$ cat src/rtl/esl_pkg.sv
// ============================================================================
// esl_pkg: shared types and constants for the grammar symbol lexer
// Holds the result item layout, result kinds, error codes, character classes,
// input operations, lexer mode codes and the result queue depth.
// ============================================================================
package esl_pkg;

    // Result kinds.
    localparam logic [2:0] KIND_SYMBOL   = 3'd0;
    localparam logic [2:0] KIND_STR_CHAR = 3'd1;
    localparam logic [2:0] KIND_STR_END  = 3'd2;
    localparam logic [2:0] KIND_ERROR    = 3'd3;
    localparam logic [2:0] KIND_END_RUN  = 3'd4;

    // Error codes.
    localparam logic [2:0] ERR_NONE          = 3'd0;
    localparam logic [2:0] ERR_STRAY_CLOSE   = 3'd1;
    localparam logic [2:0] ERR_OPEN_COMMENT  = 3'd2;
    localparam logic [2:0] ERR_BAD_STR_CHAR  = 3'd3;
    localparam logic [2:0] ERR_INVALID_SYM   = 3'd4;

    // Character classes with a special meaning.
    localparam logic [4:0] CLS_COMMENT_CLOSE = 5'd5;
    localparam logic [4:0] CLS_QUOTE_A       = 5'd10;
    localparam logic [4:0] CLS_QUOTE_B       = 5'd12;
    localparam logic [4:0] CLS_COMMENT_OPEN  = 5'd14;
    localparam logic [4:0] CLS_LAST_TERMINAL = 5'd19;
    localparam logic [4:0] CLS_SPACE         = 5'd20;
    localparam logic [4:0] CLS_LAST_GAP      = 5'd24;

    // Input operations.
    localparam logic OP_CHAR = 1'b0;
    localparam logic OP_EOS  = 1'b1;

    // Lexer modes; the unused code behaves as error skip.
    localparam logic [1:0] MODE_NORMAL = 2'd0;
    localparam logic [1:0] MODE_STRING = 2'd1;
    localparam logic [1:0] MODE_SKIP   = 2'd2;

    // Result queue depth; room for two results is needed to take an item.
    localparam int RQ_DEPTH = 4;

    // One result item.
    typedef struct packed {
        logic [2:0] kind;
        logic [4:0] symbol_type;
        logic [7:0] char_value;
        logic [2:0] error_code;
        logic       last_of_run;
    } t_result;

endpackage

$ cat src/rtl/ebnf_symbol_lexer.sv
// ============================================================================
// ebnf_symbol_lexer: streaming lexer for grammar notation
// Turns classified characters into single symbols, string characters, string
// ends, errors and end-of-run marks, with comment and string tracking.
// ============================================================================
//
//  Channel   Handshake            Payload
//  input     i_valid / o_ready    i_op, i_char_class, i_char_code
//  output    o_valid / i_ready    o_kind, o_symbol_type, o_char_value,
//                                 o_error_code, o_last_of_run
//
// One item per cycle is accepted while o_ready is high; its results enter the
// result queue at the same edge and reach the outputs in queue order.
// An item yields zero, one or two results; the output delivers one per cycle
// while i_ready is high, so two-result items are limited by the output port.
// o_ready is high while the result queue has room for two results.
// Reset is synchronous and active low; it returns the lexer to normal mode
// and empties the result queue.
//
module ebnf_symbol_lexer (
    input  logic       i_clk,
    input  logic       i_rst_n,
    input  logic       i_valid,
    output logic       o_ready,
    input  logic       i_op,
    input  logic [4:0] i_char_class,
    input  logic [7:0] i_char_code,
    output logic       o_valid,
    input  logic       i_ready,
    output logic [2:0] o_kind,
    output logic [4:0] o_symbol_type,
    output logic [7:0] o_char_value,
    output logic [2:0] o_error_code,
    output logic       o_last_of_run
);
    import esl_pkg::*;

    logic [1:0] r_mode, n_mode;
    logic       r_in_comment, n_in_comment;
    logic       r_open_quote, n_open_quote;

    logic       accept;
    logic       skip;
    logic [1:0] res_cnt;
    logic [1:0] push_cnt;
    t_result    res0, res1, head;
    logic       room2;
    logic [4:0] close_cls;

    assign accept    = i_valid && o_ready;
    assign skip      = (r_mode != MODE_NORMAL) && (r_mode != MODE_STRING);
    assign close_cls = r_open_quote ? CLS_QUOTE_B : CLS_QUOTE_A;

    // Next state and results for the item at the input ports.
    always_comb begin
        n_mode       = r_mode;
        n_in_comment = r_in_comment;
        n_open_quote = r_open_quote;
        res_cnt      = 2'd0;
        res0         = '0;
        res1         = '0;

        if (i_op == OP_EOS) begin
            // End of source: optional closing result, then end of run.
            n_mode       = MODE_NORMAL;
            n_in_comment = 1'b0;
            n_open_quote = 1'b0;
            res1.kind        = KIND_END_RUN;
            res1.last_of_run = 1'b1;
            if (!skip && r_in_comment) begin
                res0.kind       = KIND_ERROR;
                res0.error_code = ERR_OPEN_COMMENT;
                res_cnt         = 2'd2;
            end else if (!skip && r_mode == MODE_STRING) begin
                res0.kind = KIND_STR_END;
                res_cnt   = 2'd2;
            end else begin
                res0    = res1;
                res_cnt = 2'd1;
            end
        end else if (skip) begin
            // Error skip: characters are dropped until end of source.
        end else if (r_in_comment) begin
            if (i_char_class == CLS_COMMENT_CLOSE) begin
                n_in_comment = 1'b0;
            end
        end else if (i_char_class == CLS_COMMENT_OPEN) begin
            n_in_comment = 1'b1;
        end else if (i_char_class == CLS_COMMENT_CLOSE) begin
            n_mode           = MODE_SKIP;
            n_open_quote     = 1'b0;
            res0.kind        = KIND_ERROR;
            res0.error_code  = ERR_STRAY_CLOSE;
            res0.last_of_run = 1'b1;
            res_cnt          = 2'd1;
        end else if (r_mode == MODE_STRING) begin
            res0.last_of_run = 1'b1;
            res_cnt          = 2'd1;
            if (i_char_class == close_cls) begin
                n_mode       = MODE_NORMAL;
                n_open_quote = 1'b0;
                res0.kind    = KIND_STR_END;
            end else if (i_char_class <= CLS_LAST_TERMINAL
                         || i_char_class == CLS_SPACE) begin
                res0.kind       = KIND_STR_CHAR;
                res0.char_value = i_char_code;
            end else begin
                n_mode          = MODE_SKIP;
                n_open_quote    = 1'b0;
                res0.kind       = KIND_ERROR;
                res0.error_code = ERR_BAD_STR_CHAR;
            end
        end else if (i_char_class == CLS_QUOTE_A || i_char_class == CLS_QUOTE_B) begin
            n_mode       = MODE_STRING;
            n_open_quote = (i_char_class == CLS_QUOTE_B);
        end else if (i_char_class <= CLS_LAST_TERMINAL) begin
            res0.kind        = KIND_SYMBOL;
            res0.symbol_type = i_char_class;
            res0.char_value  = i_char_code;
            res0.last_of_run = 1'b1;
            res_cnt          = 2'd1;
        end else if (i_char_class <= CLS_LAST_GAP) begin
            // Gap characters are dropped outside strings.
        end else begin
            n_mode           = MODE_SKIP;
            res0.kind        = KIND_ERROR;
            res0.error_code  = ERR_INVALID_SYM;
            res0.last_of_run = 1'b1;
            res_cnt          = 2'd1;
        end
    end

    assign push_cnt = accept ? res_cnt : 2'd0;

    // Lexer state registers.
    always_ff @(posedge i_clk) begin
        if (!i_rst_n) begin
            r_mode       <= MODE_NORMAL;
            r_in_comment <= 1'b0;
            r_open_quote <= 1'b0;
        end else if (accept) begin
            r_mode       <= n_mode;
            r_in_comment <= n_in_comment;
            r_open_quote <= n_open_quote;
        end
    end

    // Result queue between the lexer and the output port.
    esl_result_fifo u_result_fifo (
        .i_clk      (i_clk),
        .i_rst_n    (i_rst_n),
        .i_push_cnt (push_cnt),
        .i_item0    (res0),
        .i_item1    (res1),
        .i_pop      (i_ready),
        .o_valid    (o_valid),
        .o_item     (head),
        .o_room2    (room2)
    );

    assign o_ready       = room2;
    assign o_kind        = head.kind;
    assign o_symbol_type = head.symbol_type;
    assign o_char_value  = head.char_value;
    assign o_error_code  = head.error_code;
    assign o_last_of_run = head.last_of_run;

endmodule

$ cat src/rtl/esl_result_fifo.sv
// ============================================================================
// esl_result_fifo: small result queue for the grammar symbol lexer
// Takes zero, one or two result items per cycle and hands out one per cycle
// while i_pop is high. Reports when there is room for a full pair of results.
// ============================================================================
module esl_result_fifo (
    input  logic             i_clk,
    input  logic             i_rst_n,
    input  logic [1:0]       i_push_cnt,
    input  esl_pkg::t_result i_item0,
    input  esl_pkg::t_result i_item1,
    input  logic             i_pop,
    output logic             o_valid,
    output esl_pkg::t_result o_item,
    output logic             o_room2
);
    import esl_pkg::*;

    localparam int PW = $clog2(RQ_DEPTH);
    localparam int CW = $clog2(RQ_DEPTH + 1);

    t_result         r_mem [RQ_DEPTH];
    logic [PW-1:0]   r_wr_ptr, n_wr_ptr;
    logic [PW-1:0]   r_rd_ptr, n_rd_ptr;
    logic [CW-1:0]   r_count, n_count;
    logic            pop_ok;
    logic [PW-1:0]   wr_ptr1;

    assign pop_ok  = i_pop && (r_count != '0);
    assign wr_ptr1 = r_wr_ptr + PW'(1);
    assign o_valid = (r_count != '0);
    assign o_item  = r_mem[r_rd_ptr];
    assign o_room2 = (r_count <= CW'(RQ_DEPTH - 2));

    // Pointer and fill count updates.
    always_comb begin
        n_wr_ptr = r_wr_ptr + PW'(i_push_cnt);
        n_rd_ptr = r_rd_ptr + PW'(pop_ok);
        n_count  = r_count + CW'(i_push_cnt) - CW'(pop_ok);
    end

    always_ff @(posedge i_clk) begin
        if (!i_rst_n) begin
            r_wr_ptr <= '0;
            r_rd_ptr <= '0;
            r_count  <= '0;
        end else begin
            r_wr_ptr <= n_wr_ptr;
            r_rd_ptr <= n_rd_ptr;
            r_count  <= n_count;
        end
    end

    // Storage: the first result goes to the write pointer, the second after it.
    always_ff @(posedge i_clk) begin
        if (i_push_cnt != 2'd0) begin
            r_mem[r_wr_ptr] <= i_item0;
        end
        if (i_push_cnt == 2'd2) begin
            r_mem[wr_ptr1] <= i_item1;
        end
    end

endmodule
$ cat config.mk
export PLATFORM = sky130hd
export DESIGN_NAME = ebnf_symbol_lexer
export DESIGN_NICKNAME = d
export VERILOG_FILES = /design/src/rtl/esl_pkg.sv /design/src/rtl/ebnf_symbol_lexer.sv /design/src/rtl/esl_result_fifo.sv
export SDC_FILE = /design/constraint.sdc
export NUM_CORES = 1
export LEC_CHECK = 0
export ABC_AREA = 1
export BUFFER_PORTS_ARGS = -buffer_cell sky130_fd_sc_hd__buf_2
export CAP_MARGIN = 20
export CORE_UTILIZATION = 60
export DETAILED_ROUTE_END_ITERATION = 8
export PLACE_DENSITY_LB_ADDON = 0.05
export SETUP_SLACK_MARGIN = 0.15
export SKIP_CTS_REPAIR_TIMING = 1
export SLEW_MARGIN = 20
export SYNTH_ARGS = -nofsm -noshare
export SYNTH_HDL_FRONTEND = slang
export SYNTH_SLANG_ARGS = --single-unit
$ cat constraint.sdc
create_clock -name i_clk -period 3.6 [get_ports i_clk]
set_input_delay 0.54 -clock i_clk [delete_from_list [all_inputs] [get_ports i_clk]]
set_output_delay 0.54 -clock i_clk [all_outputs]
set_load 0.05 [all_outputs]
==> impl_results.rst <==
.. list-table::
   :header-rows: 1

   * - Metric
     - Value
   * - Run status
     - complete, no violations
   * - Setup total negative slack
     - 0 ps
   * - Cells after DPL
     - 822
   * - Clock slew seen by the registers of the worst setup and hold paths
     - 90 ps
   * - Fraction of synthesis flops using an asynchronous set or reset pin
     - 0%
   * - Clock insertion delay at the later pin of the skew report
     - 360 ps
   * - Final setup skew
     - 6.805 ps
   * - Number of warnings printed during yosys synthesis
     - 0
   * - Longest individual stage delay on the worst path
     - 510 ps
   * - Ports placed on the boundary
     - 40
   * - Number of buffers created by CTS
     - 9
   * - Worst Setup Slack, final
     - 1084 ps
   * - Layout area overhead
     - 6.625%
   * - Leak pwr
     - 0.002593 uW
   * - Power per cell area
     - 942.6 mW/mm2
   * - Number of antenna violations at the first check in global routing
     - 0
   * - Worst VDD drop
     - 628.0 uV
   * - Slowest cell on crit path
     - sky130_fd_sc_hd__inv_1
   * - Min Tclk post-route
     - 2516 ps
   * - Final setup violation count
     - 0
   * - Highest net fanout along the worst path
     - 20
   * - Series of cell instances along the critical path
     - inv_1 -> o21ai_0 -> o22ai_1 -> buf_2
   * - Width of the die
     - 91.59 um
   * - Worst hold path class
     - reg2reg
   * - Netlist area before placement
     - 0.004816 mm2
   * - CP bufs+invs
     - 2
   * - Core box area
     - 0.007727 mm2
   * - Number of synthesized flops with an enable pin
     - 8
   * - CTS Root Cell
     - sky130_fd_sc_hd__clkbuf_8
   * - Total die area
     - 0.008389 mm2
   * - Vias
     - 4,824
   * - Average cell area after synthesis
     - 6.679 um2
   * - Endpoint class of the critical path
     - output port
   * - Number of non-filler instances in the completed layout
     - 838
   * - Setup repair after global routing missed its margin
     - false
   * - Depth of the CTS H-tree
     - 3
   * - Post-detailed-route wirelength per cell
     - 14.69 um
   * - Die H
     - 91.59 um
   * - Slew HR
     - 38.00%
   * - Slew Limit Fails
     - 0
   * - Ratio of cells with drive above 1 in the final layout
     - 10.87%
   * - Clock tree from TritonCTS
     - yes
   * - Number of unique standard cell types used by synthesis
     - 27
   * - Ratio of final minimum period to clock period
     - 69.90%
   * - Pin count of the biggest net entering global routing
     - 54
   * - Remaining antenna violation count
     - 0
   * - Share of synthesized area occupied by flip-flops and latches
     - 39.49%
   * - Most used flip-flop cell after synthesis
     - sky130_fd_sc_hd__dfxtp_1
   * - MaxCap Viol Count
     - 0
   * - Kind of launch point of the worst setup path
     - register
   * - Setup WS pre-CTS
     - 1034 ps
   * - Critical Setup Path Class
     - reg2out
   * - Net count, final
     - 755
   * - FF+latch count, synth
     - 91
   * - Transition time at the pin with the least slew margin
     - 927.7 ps
   * - Number of fill cells
     - 727
   * - Grt total ovfl
     - 0
   * - Final Hold Violating Endpoints
     - 0
   * - Dominant delay contributor by cell family on the critical path
     - buffers and inverters
   * - DR iter-0 viols
     - 344
   * - Buffers on Ports
     - 39
   * - Number of sinks driven by the clock tree
     - 91
   * - Count of unresolved DRC violations after routing
     - 0
   * - Worst-case hold slack
     - 482.9 ps
   * - Max Clk Rate
     - 397.4 MHz
   * - Mapped Nets
     - 745
   * - HPWL after detailed placement
     - 7731 um
   * - Critical Path RT
     - 3060 ps
   * - Critical path data arrival time
     - 1980 ps
   * - Overall fraction of global-route tracks in use
     - 30.54%
   * - Gate count of the mapped netlist
     - 721
   * - Global placement routability congestion
     - 0.9391
   * - Starting density of the core
     - 62.32%
   * - Wire length of the first global-routing pass
     - 20,470 um
   * - Final wirelength
     - 12,310 um
   * - Clk buf depth
     - 2
   * - Number of global-route vias before repair
     - 4,389
   * - Antenna Cells
     - 0
   * - Initial DRT Pass Iterations
     - 5
   * - Number of core rows
     - 32
   * - Mean number of vias per cell
     - 5.757
==> layer usage <==
metal | global-route usage (%) | share of wire [%] | vias to the layer above
met5 | 0 | 0 | -
met3 | 3.853 | 7.6 | 9
met4 | 10.05 | 0.61 | 0
li1 | - | - | 2407
met2 | 50.00 | 47 | 196
met1 | 41.55 | 45 | 2212
==> placed cells by master (no fill, tap or decap), types with 2 or more instances in the layout <==
cell type                    Yosys  routed
sky130_fd_sc_hd__o22ai_1        20      20
sky130_fd_sc_hd__inv_1          38      38
sky130_fd_sc_hd__edfxtp_1        8       8
sky130_fd_sc_hd__nor2_2          3       6
sky130_fd_sc_hd__dfxtp_1        83      83
sky130_fd_sc_hd__nand3_1        80      80
sky130_fd_sc_hd__nand2_2         3       2
sky130_fd_sc_hd__clkbuf_8        0       9
sky130_fd_sc_hd__xor2_1          2       2
sky130_fd_sc_hd__buf_4           1      12
sky130_fd_sc_hd__a21boi_0        2       2
sky130_fd_sc_hd__ha_1            5       5
sky130_fd_sc_hd__a21oi_1        80      80
sky130_fd_sc_hd__nor3_1          2       2
sky130_fd_sc_hd__nand2_1       134     134
sky130_fd_sc_hd__clkinvlp_4      0       4
sky130_fd_sc_hd__clkbuf_1       34       2
sky130_fd_sc_hd__nor2_1        134     131
sky130_fd_sc_hd__inv_2           4       4
sky130_fd_sc_hd__nand4_1        11      11
sky130_fd_sc_hd__o21ai_0        54      54
sky130_fd_sc_hd__buf_2           3      39
==> registers in the layout, summed over array words and instances, names as in the netlist <==
register / cells
r_in_comment: 1
r_open_quote: 1
u_result_fifo.r_mem: 80
u_result_fifo.r_rd_ptr: 2
r_mode: 2
u_result_fifo.r_count: 3
u_result_fifo.r_wr_ptr: 2
==> final cells by class <==
cell class	count	area [um2]	area share, %
well taps	102	127.6	2.485
clock buffers	11	131.4	2.558
clock inverters	5	38.79	0.7554
repair buffers	52	305.3	5.945
inverters	42	157.7	3.070
flip-flops and latches	91	1902	37.04
multi-input cells	535	2472	48.15
==> worst min-delay path: stages (launching register included) <==
cell and delay, ps:
sky130_fd_sc_hd__dfxtp_1 330, sky130_fd_sc_hd__a21oi_1 40, sky130_fd_sc_hd__nor2_1 80
==> through the flow <==
step	utilization (%)	total power [uW]	area (um2)
3_5_place_dp	64.25	4206	4965
3_3_place_gp	64.25	4141	4965
5_1_grt	66.45	5171	5135
4_1_cts	66.45	4833	5135
2_1_floorplan	-	3711	4816
6_report	66.45	4840	5135
==> synth_stat cells (3+ instances only) <==
master / instances / share of area (%)
sky130_fd_sc_hd__o21ai_0: 54 / 5.6
sky130_fd_sc_hd__inv_1: 38 / 3.0
sky130_fd_sc_hd__nand3_1: 80 / 8.3
sky130_fd_sc_hd__inv_2: 4 / 0.31
sky130_fd_sc_hd__nor2_2: 3 / 0.39
sky130_fd_sc_hd__buf_2: 3 / 0.31
sky130_fd_sc_hd__ha_1: 5 / 1.3
sky130_fd_sc_hd__edfxtp_1: 8 / 5.0
sky130_fd_sc_hd__nand4_1: 11 / 1.4
sky130_fd_sc_hd__dfxtp_1: 83 / 35
sky130_fd_sc_hd__buf_6: 12 / 2.8
sky130_fd_sc_hd__a21oi_1: 80 / 8.3
sky130_fd_sc_hd__nand2_1: 134 / 10
sky130_fd_sc_hd__o22ai_1: 20 / 2.6
sky130_fd_sc_hd__nand2_2: 3 / 0.39
sky130_fd_sc_hd__buf_1: 3 / 0.23
sky130_fd_sc_hd__clkbuf_1: 34 / 2.6
sky130_fd_sc_hd__nor2_1: 134 / 10
==> cell families (layout without fill, tap and decap cells) <==
kind of cell    Yosys count  count (layout)  synth area share (%)
flops                    91              91                 39.49
xor+xnor                  2               2                0.3638
simple gates            369             369                 31.88
compound gates          158             158                 17.12
fa+ha+maj                 6               6                 1.715
buf+inv                  95             110                 9.431
==> path summary, 6_finish.rpt <==
path	from	to	slack, ps	cells after the start
worst max-delay path	u_result_fifo.r_rd_ptr[1]	o_error_code[0]	1080	4
worst min register to register	u_result_fifo.r_mem[2][9]	u_result_fifo.r_mem[2][9]	480	2
worst min-delay path	u_result_fifo.r_mem[2][9]	u_result_fifo.r_mem[2][9]	480	2
worst max register to register	r_mode[0]	u_result_fifo.r_mem[3][12]	1290	12
==> report_power, final <==
part / leakage [uW] / total [uW] / switching, uW / internal [uW]
Sequential: 0.000759 / 1620 / 201 / 1420
Clock: 0.0000722 / 636 / 382 / 254
Combinational: 0.00176 / 2580 / 1880 / 700
Total: 0.00259 / 4840 / 2470 / 2370
Power figures use the tool's default switching activity.
